`config.mk`:
```
export PLATFORM = sky130hd
export DESIGN_NAME = scalar_kalman_filter
export DESIGN_NICKNAME = d
export VERILOG_FILES = /design/src/rtl/skf_pkg.sv /design/src/rtl/skf_cfg.sv /design/src/rtl/skf_div.sv /design/src/rtl/skf_mulr.sv /design/src/rtl/scalar_kalman_filter.sv
export SDC_FILE = /design/constraint.sdc
export NUM_CORES = 2
export LEC_CHECK = 0
export ABC_AREA = 1
export ABC_CLOCK_PERIOD_IN_PS = 7900
export BUFFER_PORTS_ARGS = -buffer_cell sky130_fd_sc_hd__buf_2
export CORE_UTILIZATION = 60
export CTS_CLUSTER_SIZE = 40
export DETAILED_ROUTE_END_ITERATION = 8
export GPL_TIMING_DRIVEN = 0
export PLACE_DENSITY_LB_ADDON = 0.3
export SKIP_CTS_REPAIR_TIMING = 1
export SLEW_MARGIN = 20
export SYNTH_ARGS = -nofsm -noshare
export SYNTH_HDL_FRONTEND = slang
export SYNTH_SLANG_ARGS = --single-unit
export TNS_END_PERCENT = 30
```
`constraint.sdc`:
```
create_clock -name aclk -period 7.9 [get_ports aclk]
set_input_delay 0.79 -clock aclk [delete_from_list [all_inputs] [get_ports aclk]]
set_output_delay 0.79 -clock aclk [all_outputs]
set_load 0.05 [all_outputs]
```
`src/rtl/skf_pkg.sv`:
```
package skf_pkg;

    localparam int WORD_WIDTH_DEF = 32;
    localparam int FRAC_BITS_DEF  = 16;

    // register file layout
    localparam int NUM_REGS  = 5;
    localparam int REG_IDX_W = 3;

    typedef enum logic [REG_IDX_W-1:0] {
        REG_INIT_EST   = 3'd0,
        REG_INIT_VAR   = 3'd1,
        REG_STEP       = 3'd2,
        REG_PROC_NOISE = 3'd3,
        REG_MEAS_NOISE = 3'd4
    } reg_idx_t;

    // reset values, truncated to the word width where used
    localparam logic [63:0] RST_INIT_EST   = 64'd0;
    localparam logic [63:0] RST_INIT_VAR   = 64'd65536;
    localparam logic [63:0] RST_STEP       = 64'd0;
    localparam logic [63:0] RST_PROC_NOISE = 64'd0;
    localparam logic [63:0] RST_MEAS_NOISE = 64'd65536;

    typedef enum logic [2:0] {
        ST_IDLE,
        ST_PREDICT,
        ST_DIV_GO,
        ST_DIV_WAIT,
        ST_MUL_EST,
        ST_MUL_VAR,
        ST_FINISH
    } state_t;

endpackage

```
`src/rtl/skf_cfg.sv`:
```
module skf_cfg
    import skf_pkg::*;
#(
    parameter int WORD_WIDTH = WORD_WIDTH_DEF,
    localparam int APB_DW    = (WORD_WIDTH > 32) ? 64 : 32,
    localparam int ADDR_LSB  = (WORD_WIDTH > 32) ? 3 : 2,
    localparam int APB_AW    = ADDR_LSB + REG_IDX_W
) (
    input  logic                  aclk,
    input  logic                  aresetn,
    input  logic                  psel,
    input  logic                  penable,
    input  logic                  pwrite,
    input  logic [APB_AW-1:0]     paddr,
    input  logic [APB_DW-1:0]     pwdata,
    output logic [APB_DW-1:0]     prdata,
    output logic                  pready,
    output logic [WORD_WIDTH-1:0] init_est,
    output logic [WORD_WIDTH-1:0] init_var,
    output logic [WORD_WIDTH-1:0] step_offset,
    output logic [WORD_WIDTH-1:0] proc_noise,
    output logic [WORD_WIDTH-1:0] meas_noise
);

    logic [WORD_WIDTH-1:0] init_est_reg;
    logic [WORD_WIDTH-1:0] init_var_reg;
    logic [WORD_WIDTH-1:0] step_reg;
    logic [WORD_WIDTH-1:0] proc_noise_reg;
    logic [WORD_WIDTH-1:0] meas_noise_reg;
    reg_idx_t              idx;
    logic                  wr_en;
    logic [WORD_WIDTH-1:0] rd_word;

    assign pready = 1'b1;
    assign idx    = reg_idx_t'(paddr[APB_AW-1:ADDR_LSB]);
    assign wr_en  = psel & penable & pwrite & pready;

    always_ff @(posedge aclk) begin
        if (!aresetn) begin
            init_est_reg   <= RST_INIT_EST[WORD_WIDTH-1:0];
            init_var_reg   <= RST_INIT_VAR[WORD_WIDTH-1:0];
            step_reg       <= RST_STEP[WORD_WIDTH-1:0];
            proc_noise_reg <= RST_PROC_NOISE[WORD_WIDTH-1:0];
            meas_noise_reg <= RST_MEAS_NOISE[WORD_WIDTH-1:0];
        end else if (wr_en) begin
            unique case (idx)
                REG_INIT_EST:   init_est_reg   <= pwdata[WORD_WIDTH-1:0];
                REG_INIT_VAR:   init_var_reg   <= pwdata[WORD_WIDTH-1:0];
                REG_STEP:       step_reg       <= pwdata[WORD_WIDTH-1:0];
                REG_PROC_NOISE: proc_noise_reg <= pwdata[WORD_WIDTH-1:0];
                REG_MEAS_NOISE: meas_noise_reg <= pwdata[WORD_WIDTH-1:0];
                default: ;
            endcase
        end
    end

    always_comb begin
        unique case (idx)
            REG_INIT_EST:   rd_word = init_est_reg;
            REG_INIT_VAR:   rd_word = init_var_reg;
            REG_STEP:       rd_word = step_reg;
            REG_PROC_NOISE: rd_word = proc_noise_reg;
            REG_MEAS_NOISE: rd_word = meas_noise_reg;
            default:        rd_word = '0;
        endcase
    end

    assign prdata      = APB_DW'(rd_word);
    assign init_est    = init_est_reg;
    assign init_var    = init_var_reg;
    assign step_offset = step_reg;
    assign proc_noise  = proc_noise_reg;
    assign meas_noise  = meas_noise_reg;

endmodule

```
`src/rtl/skf_div.sv`:
```
// Serial gain divider: floor(p * 2^F / (p + r)), one quotient bit per cycle.
module skf_div #(
    parameter int WORD_WIDTH = 32,
    parameter int FRAC_BITS  = 16,
    localparam int CNT_W     = $clog2(FRAC_BITS + 1)
) (
    input  logic                  aclk,
    input  logic                  aresetn,
    input  logic                  go,
    input  logic [WORD_WIDTH-1:0] num,
    input  logic [WORD_WIDTH-1:0] noise,
    output logic                  done,
    output logic [FRAC_BITS:0]    gain
);

    localparam logic [FRAC_BITS:0] GAIN_ONE = {1'b1, {FRAC_BITS{1'b0}}};

    logic [WORD_WIDTH:0]   rem_reg, rem_next;
    logic [WORD_WIDTH:0]   den_reg;
    logic [FRAC_BITS:0]    quo_reg;
    logic [CNT_W-1:0]      cnt_reg;
    logic                  busy_reg;
    logic                  done_reg;
    logic [WORD_WIDTH+1:0] trial;
    logic [WORD_WIDTH+1:0] diff;
    logic                  fits;

    // remainder stays below the divisor, so both branches fit W+1 bits
    assign trial    = {rem_reg, 1'b0};
    assign diff     = trial - {1'b0, den_reg};
    assign fits     = trial >= {1'b0, den_reg};
    assign rem_next = fits ? diff[WORD_WIDTH:0] : trial[WORD_WIDTH:0];

    always_ff @(posedge aclk) begin
        if (!aresetn) begin
            busy_reg <= 1'b0;
            done_reg <= 1'b0;
            cnt_reg  <= '0;
        end else begin
            done_reg <= 1'b0;
            if (go) begin
                rem_reg <= {1'b0, num};
                den_reg <= {1'b0, num} + {1'b0, noise};
                cnt_reg <= CNT_W'(FRAC_BITS);
                quo_reg <= '0;
                if (num == '0) begin
                    done_reg <= 1'b1;
                end else if (noise == '0) begin
                    quo_reg  <= GAIN_ONE;
                    done_reg <= 1'b1;
                end else begin
                    busy_reg <= 1'b1;
                end
            end else if (busy_reg) begin
                rem_reg <= rem_next;
                quo_reg <= {quo_reg[FRAC_BITS-1:0], fits};
                cnt_reg <= cnt_reg - 1'b1;
                if (cnt_reg == CNT_W'(1)) begin
                    busy_reg <= 1'b0;
                    done_reg <= 1'b1;
                end
            end
        end
    end

    assign done = done_reg;
    assign gain = quo_reg;

endmodule

```
`src/rtl/skf_mulr.sv`:
```
// Shared multiplier: (a * b + 2^(F-1)) >> F, registered.
module skf_mulr #(
    parameter int WORD_WIDTH = 32,
    parameter int FRAC_BITS  = 16
) (
    input  logic                  aclk,
    input  logic [FRAC_BITS:0]    a,
    input  logic [WORD_WIDTH-1:0] b,
    output logic [WORD_WIDTH-1:0] q
);

    localparam int PW = WORD_WIDTH + FRAC_BITS + 1;
    localparam logic [PW-1:0] HALF = PW'(1) << (FRAC_BITS - 1);

    logic [PW-1:0]         prod;
    logic [PW-1:0]         rnd;
    logic [WORD_WIDTH-1:0] q_reg;

    assign prod = PW'(a) * PW'(b);
    assign rnd  = prod + HALF;

    // callers only use products that fit the word after scaling
    always_ff @(posedge aclk) begin
        q_reg <= rnd[WORD_WIDTH+FRAC_BITS-1:FRAC_BITS];
    end

    assign q = q_reg;

endmodule

```
`src/rtl/scalar_kalman_filter.sv`:
```
// Channel   | Dir | Ports                         | Contents
// ----------+-----+-------------------------------+----------------------------------
// input     | in  | s_tvalid s_tready s_tdata     | measurement (signed QW-F.F)
//           |     | s_tuser                       | start_req
// result    | out | m_tvalid m_tready m_tdata     | estimate, variance
// config    | in  | psel penable pwrite paddr ... | five W-bit registers, APB
//
// Sequence: accept in IDLE, then PREDICT, DIV_GO, DIV_WAIT until the serial gain divider is done
//   (it skips its bit loop when P or R is zero), MUL_EST, MUL_VAR, FINISH; the next item is taken back in IDLE.
// Reset: synchronous, active low; estimate and variance go to zero, registers
//   to their reset values.
// Stalls: a finished result sits in the output register; the next item is
//   accepted meanwhile and only its final write waits for that register.
module scalar_kalman_filter
    import skf_pkg::*;
#(
    parameter int WORD_WIDTH = WORD_WIDTH_DEF,
    parameter int FRAC_BITS  = FRAC_BITS_DEF,
    localparam int IN_DW     = ((WORD_WIDTH + 7) / 8) * 8,
    localparam int OUT_DW    = ((2 * WORD_WIDTH + 7) / 8) * 8,
    localparam int APB_DW    = (WORD_WIDTH > 32) ? 64 : 32,
    localparam int ADDR_LSB  = (WORD_WIDTH > 32) ? 3 : 2,
    localparam int APB_AW    = ADDR_LSB + REG_IDX_W
) (
    input  logic              aclk,
    input  logic              aresetn,
    // input items
    input  logic              s_tvalid,
    output logic              s_tready,
    input  logic [IN_DW-1:0]  s_tdata,   // [W-1:0] measurement, rest pad
    input  logic              s_tuser,   // [0] start_req
    // result items
    output logic              m_tvalid,
    input  logic              m_tready,
    output logic [OUT_DW-1:0] m_tdata,   // [W-1:0] estimate, [2W-1:W] variance
    // configuration
    input  logic              psel,
    input  logic              penable,
    input  logic              pwrite,
    input  logic [APB_AW-1:0] paddr,
    input  logic [APB_DW-1:0] pwdata,
    output logic [APB_DW-1:0] prdata,
    output logic              pready
);

    localparam logic [FRAC_BITS:0]    GAIN_ONE = {1'b1, {FRAC_BITS{1'b0}}};
    localparam logic [WORD_WIDTH-1:0] S_MAX    = {1'b0, {(WORD_WIDTH-1){1'b1}}};
    localparam logic [WORD_WIDTH-1:0] S_MIN    = {1'b1, {(WORD_WIDTH-1){1'b0}}};

    // configuration values
    logic [WORD_WIDTH-1:0] cfg_init_est, cfg_init_var, cfg_step, cfg_q, cfg_r;

    state_t state_reg, state_next;

    // item and filter state
    logic [WORD_WIDTH-1:0] z_reg;
    logic                  start_reg;
    logic [WORD_WIDTH-1:0] est_reg, var_reg;
    logic [WORD_WIDTH-1:0] xp_reg, xp_next;   // predicted estimate
    logic [WORD_WIDTH-1:0] pp_reg, pp_next;   // predicted variance
    logic [WORD_WIDTH-1:0] mag_reg, mag_next; // |z - xp|
    logic                  up_reg, up_next;   // z >= xp
    logic [WORD_WIDTH-1:0] est_next;

    // output register
    logic                  m_valid_reg, m_valid_next;
    logic [WORD_WIDTH-1:0] out_est_reg, out_var_reg;

    // control
    logic in_fire, pred_load, div_go, mag_load, est_load, out_load, sel_var;

    // shared units
    logic                  div_done;
    logic [FRAC_BITS:0]    gain;
    logic [FRAC_BITS:0]    mul_a;
    logic [WORD_WIDTH-1:0] mul_b, mul_q;

    // predict path
    logic [WORD_WIDTH-1:0] base_est, base_var, sum_s;
    logic [WORD_WIDTH:0]   sum_u;
    logic                  s_ovf;

    skf_cfg #(.WORD_WIDTH(WORD_WIDTH)) u_cfg (
        .aclk        (aclk),
        .aresetn     (aresetn),
        .psel        (psel),
        .penable     (penable),
        .pwrite      (pwrite),
        .paddr       (paddr),
        .pwdata      (pwdata),
        .prdata      (prdata),
        .pready      (pready),
        .init_est    (cfg_init_est),
        .init_var    (cfg_init_var),
        .step_offset (cfg_step),
        .proc_noise  (cfg_q),
        .meas_noise  (cfg_r)
    );

    skf_div #(.WORD_WIDTH(WORD_WIDTH), .FRAC_BITS(FRAC_BITS)) u_div (
        .aclk    (aclk),
        .aresetn (aresetn),
        .go      (div_go),
        .num     (pp_reg),
        .noise   (cfg_r),
        .done    (div_done),
        .gain    (gain)
    );

    skf_mulr #(.WORD_WIDTH(WORD_WIDTH), .FRAC_BITS(FRAC_BITS)) u_mul (
        .aclk (aclk),
        .a    (mul_a),
        .b    (mul_b),
        .q    (mul_q)
    );

    // ---- next state ----
    always_comb begin
        state_next = state_reg;
        unique case (state_reg)
            ST_IDLE:     if (s_tvalid) state_next = ST_PREDICT;
            ST_PREDICT:  state_next = ST_DIV_GO;
            ST_DIV_GO:   state_next = ST_DIV_WAIT;
            ST_DIV_WAIT: if (div_done) state_next = ST_MUL_EST;
            ST_MUL_EST:  state_next = ST_MUL_VAR;
            ST_MUL_VAR:  state_next = ST_FINISH;
            ST_FINISH:   if (!m_valid_reg || m_tready) state_next = ST_IDLE;
            default:     state_next = ST_IDLE;
        endcase
    end

    // ---- control outputs ----
    always_comb begin
        s_tready  = (state_reg == ST_IDLE);
        pred_load = (state_reg == ST_PREDICT);
        div_go    = (state_reg == ST_DIV_GO);
        mag_load  = (state_reg == ST_DIV_GO);
        est_load  = (state_reg == ST_MUL_VAR);
        // keep the variance product on the multiplier while the result stalls
        sel_var   = (state_reg == ST_MUL_VAR) || (state_reg == ST_FINISH);
        out_load  = (state_reg == ST_FINISH) && (!m_valid_reg || m_tready);
    end

    assign in_fire = s_tvalid && s_tready;

    // ---- datapath ----
    // predict: saturating adds, with start reloading the prior
    assign base_est = start_reg ? cfg_init_est : est_reg;
    assign base_var = start_reg ? cfg_init_var : var_reg;
    assign sum_s    = base_est + cfg_step;
    assign s_ovf    = (base_est[WORD_WIDTH-1] == cfg_step[WORD_WIDTH-1]) &&
                      (sum_s[WORD_WIDTH-1] != base_est[WORD_WIDTH-1]);
    assign xp_next  = s_ovf ? (base_est[WORD_WIDTH-1] ? S_MIN : S_MAX) : sum_s;
    assign sum_u    = {1'b0, base_var} + {1'b0, cfg_q};
    assign pp_next  = sum_u[WORD_WIDTH] ? '1 : sum_u[WORD_WIDTH-1:0];

    // residual sign and magnitude
    assign up_next  = $signed(z_reg) >= $signed(xp_reg);
    assign mag_next = up_next ? (z_reg - xp_reg) : (xp_reg - z_reg);

    // correction lies between xp and z, no overflow possible
    assign est_next = up_reg ? (xp_reg + mul_q) : (xp_reg - mul_q);

    assign mul_a = sel_var ? (GAIN_ONE - gain) : gain;
    assign mul_b = sel_var ? pp_reg : mag_reg;

    always_comb begin
        m_valid_next = m_valid_reg;
        if (out_load) begin
            m_valid_next = 1'b1;
        end else if (m_tready) begin
            m_valid_next = 1'b0;
        end
    end

    always_ff @(posedge aclk) begin
        if (!aresetn) begin
            state_reg   <= ST_IDLE;
            m_valid_reg <= 1'b0;
            est_reg     <= '0;
            var_reg     <= '0;
        end else begin
            state_reg   <= state_next;
            m_valid_reg <= m_valid_next;
            if (est_load) est_reg <= est_next;
            if (out_load) var_reg <= mul_q;
        end
    end

    always_ff @(posedge aclk) begin
        if (in_fire) begin
            z_reg     <= s_tdata[WORD_WIDTH-1:0];
            start_reg <= s_tuser;
        end
        if (pred_load) begin
            xp_reg <= xp_next;
            pp_reg <= pp_next;
        end
        if (mag_load) begin
            mag_reg <= mag_next;
            up_reg  <= up_next;
        end
        if (out_load) begin
            out_est_reg <= est_reg;
            out_var_reg <= mul_q;
        end
    end

    assign m_tvalid = m_valid_reg;
    assign m_tdata  = OUT_DW'({out_var_reg, out_est_reg});

`ifndef ASSERT_OFF
    a_div_done_in_wait: assert property (@(posedge aclk) disable iff (!aresetn)
        div_done |-> (state_reg == ST_DIV_WAIT))
        else $error("divider finished outside the gain wait");

    a_gain_le_one: assert property (@(posedge aclk) disable iff (!aresetn)
        div_done |-> (gain <= GAIN_ONE))
        else $error("gain above one");

    a_var_shrinks: assert property (@(posedge aclk) disable iff (!aresetn)
        out_load |-> (mul_q <= pp_reg))
        else $error("posterior variance above prior");

    a_accept_starts: assert property (@(posedge aclk) disable iff (!aresetn)
        in_fire |=> (state_reg == ST_PREDICT))
        else $error("accepted item did not start predict");
`endif

endmodule

```
==> results.json <==
{
  "slew_headroom_pct": 24.1,
  "worstPathRequired_ns": 8.39,
  "worst_hold_path.endpoint": "z_reg[28]",
  "slew_violations": 0,
  "hold_path_depth": 1,
  "drive_gt1_share_pct": 7.73,
  "reg2reg_to": "u_mul.q[3]",
  "tritoncts": "yes",
  "die_w_um": 300,
  "synth_nets": 7941,
  "min_from": "s_tdata[28]",
  "synthSimpleGateAreaFrac_pct": 20.9,
  "gp_congestion": 1.08,
  "grt_max_degree": 45,
  "max_slew.worst_pin.slew_ns": 1.14,
  "synth_top_family_by_area": "adder cells",
  "crit_fanout": 10,
  "drt-initial-drc-count": 5955,
  "timing.rr.start": "u_div.gain[0]",
  "drc_errors": 0,
  "overflow": 0,
  "ant_nets": 0,
  "layout_min_cycle_time_ns": 7.73,
  "status": "completed",
  "synth.yosys.seq_area_share_pct": 25.7,
  "layout_common_cells": "1424 x nand2_1, 1241 x inv_1, 889 x nor2_1, 486 x o21ai_0, 453 x fa_1",
  "ff2ff_path_depth": 26,
  "cpMostUsedCell": "fa_1",
  "max_stage_delay_ns": 0.64,
  "max_freq_mhz": 129,
  "syn_avg_cell_area_sq_um": 7.56,
  "cts-root-buf": "clkbuf_16",
  "hp-class": "input port to register",
  "h-tree-depth": 2,
  "syn_to_final_growth_pct": 9.37,
  "clock-sinks": 544,
  "grt_pass1_wl_mm": 305,
  "clkTransAtPathRegs_ns": 0.07,
  "path_buf_inv": 7,
  "crit_arrival_ns": 8.21,
  "synthesis.instances": 7041,
  "cts.path.max_buffers": 3,
  "ys_types": 67,
  "hold_viol": 0,
  "synth_area_sq_mm": 0.0532,
  "rows": 108,
  "synth_edf_count": 277,
  "timing.final.crit_share_pct": 97.8,
  "crit_type": "register to register",
  "post_synth_xor_area_fraction_pct": 3.60,
  "viasPerCell": 5.95,
  "clock_latency_ns": 0.68,
  "coreArea_sq_mm": 0.0873,
  "setup_viol": 0,
  "die_h_um": 300,
  "fin_skew_ns": 0.0390,
  "fin_nets": 8193,
  "antenna_found_initial": 14,
  "utilization_pct": 66.7,
  "cp_top_family": "adder cells",
  "slowest_stage": "xnor2_1",
  "synth-seq-cells": 544,
  "critPathCaptureType": "register",
  "ios": 176,
  "dr.pass1.iters": 6,
  "drt_wl_total_mm": 206,
  "synthAdderAreaFrac_pct": 25.8,
  "synth.area.mux_share_pct": 0.571,
  "dpl.hpwl_mm": 172,
  "grt_pass1_vias": 49605,
  "yosysTopAreaCell": "fa_1",
  "layout_commonest_cell": "nand2_1",
  "ys_warn_count": 0,
  "wl_per_cell_um": 24.2,
  "startpoint_type": "register",
  "port_buffers": 172,
  "synth_area_leaders": "fa_1 17%, edfxtp_1 16%, nand2_1 10%",
  "cts_buffers": 61,
  "drv_cap": 0,
  "synth_compound_area_share_pct": 12.5,
  "synth_ff_type": "edfxtp_1",
  "r2r_slack_ns": 0.17,
  "async_flop_share_pct": 0,
  "start_util_pct": 61.0,
  "die_area_sq_mm": 0.0899,
  "gr-usage-all-layers_pct": 45.8,
  "vias": 50645,
  "yosysTopAreaCellShare_pct": 17.1
}
## worst register-to-register path: stages (launching register included)
cell	delay, ns
edfxtp_1	0.52
buf_4	0.20
nor3_4	0.23
nand4_1	0.23
nor3_2	0.18
inv_1	0.10
nor2_2	0.13
o21ai_0	0.11
nand2_2	0.28
buf_2	0.34
nand2_1	0.15
fa_1	0.57
inv_1	0.07
fa_1	0.57
fa_1	0.46
fa_1	0.48
fa_1	0.57
inv_1	0.07
fa_1	0.48
inv_1	0.04
ha_1	0.39
nand2_1	0.14
nor2_1	0.12
inv_1	0.08
o21ai_0	0.32
a21oi_1	0.10
xnor2_1	0.64
## layout make-up
type / count / area, sq um
Buffer: 227 / 1140
Antenna cell: 11 / 27.5
Clock buffer: 90 / 1830
Timing Repair Buffer: 190 / 1090
Multi-Input combinational cell: 5002 / 34000
Clock inverter: 26 / 270
Fill cell: 7617 / 29100
Inverter: 1267 / 4790
Tap cell: 1155 / 1450
Sequential cell: 544 / 13700
## cells by family (layout without fill, tap and decap cells)
logic type | Yosys count | count (layout)
multiplexers | 27 | 27
buffers and inverters | 1495 | 1800
adder cells (fa/ha/maj) | 823 | 823
other | 1 | 12
AND/OR/NAND/NOR | 2737 | 2737
flip-flops | 544 | 544
AO/OA/AOI/OAI | 1195 | 1195
XOR/XNOR | 219 | 219
## stage by stage
step / instances / setup TNS, ns / hold slack (ns) / instance area, sq um / setup WS, ns
2_1_floorplan: 7041 / 0 / 0.408 / 53200 / 1.22
3_3_place_gp: 8368 / -18.00 / 0.410 / 55500 / -0.778
3_5_place_dp: 8375 / -20.43 / 0.415 / 55700 / -0.815
4_1_cts: 8491 / -22.81 / 0.283 / 57800 / -0.878
5_1_grt: 8501 / -0.239 / 0.294 / 58200 / -0.0626
6_report: 8512 / 0 / 0.307 / 58200 / 0.172
## synthesized netlist by cell type (all sizes together), types with 18 or more instances
library cell	instances
fa	455
a31oi	27
o21bai	36
ha	368
inv	1260
a21boi	18
nor2	897
or2	25
o211ai	33
nand4	36
nand2	1451
a21o	43
nor3	49
a21oi	421
xnor2	65
dfxtp	267
nand3b	34
xor2	154
buf	93
nand3	213
clkbuf	134
o21ai	544
mux2	27
edfxtp	277
nor4	24
## worst max-delay path by stage
stage	to	slack (ns)	startpoint	cells past startpoint
2_1_floorplan	u_mul.q[28]	1.22	u_div.gain[0]	31
6_report	u_mul.q[3]	0.17	u_div.gain[0]	26
4_1_cts	u_mul.q[14]	-0.88	u_div.gain[0]	31
3_3_place_gp	u_mul.q[29]	-0.78	u_div.gain[0]	29
5_1_grt	u_mul.q[31]	-0.06	u_div.gain[0]	34
3_5_place_dp	u_mul.q[13]	-0.82	u_div.gain[0]	33
## routing by layer
layer | up-vias | track usage [%] | wire length [um]
met2 | 3234 | 68.9 | 87400
met3 | 710 | 12.9 | 25200
met1 | 23910 | 56.9 | 75900
met4 | 12 | 32.6 | 17600
li1 | 22779 | - | -
met5 | - | 0 | 93
Power is left out: the tool's default activity adds up to more than one toggle a clock period on the data nets, which glitch-free logic cannot reach.
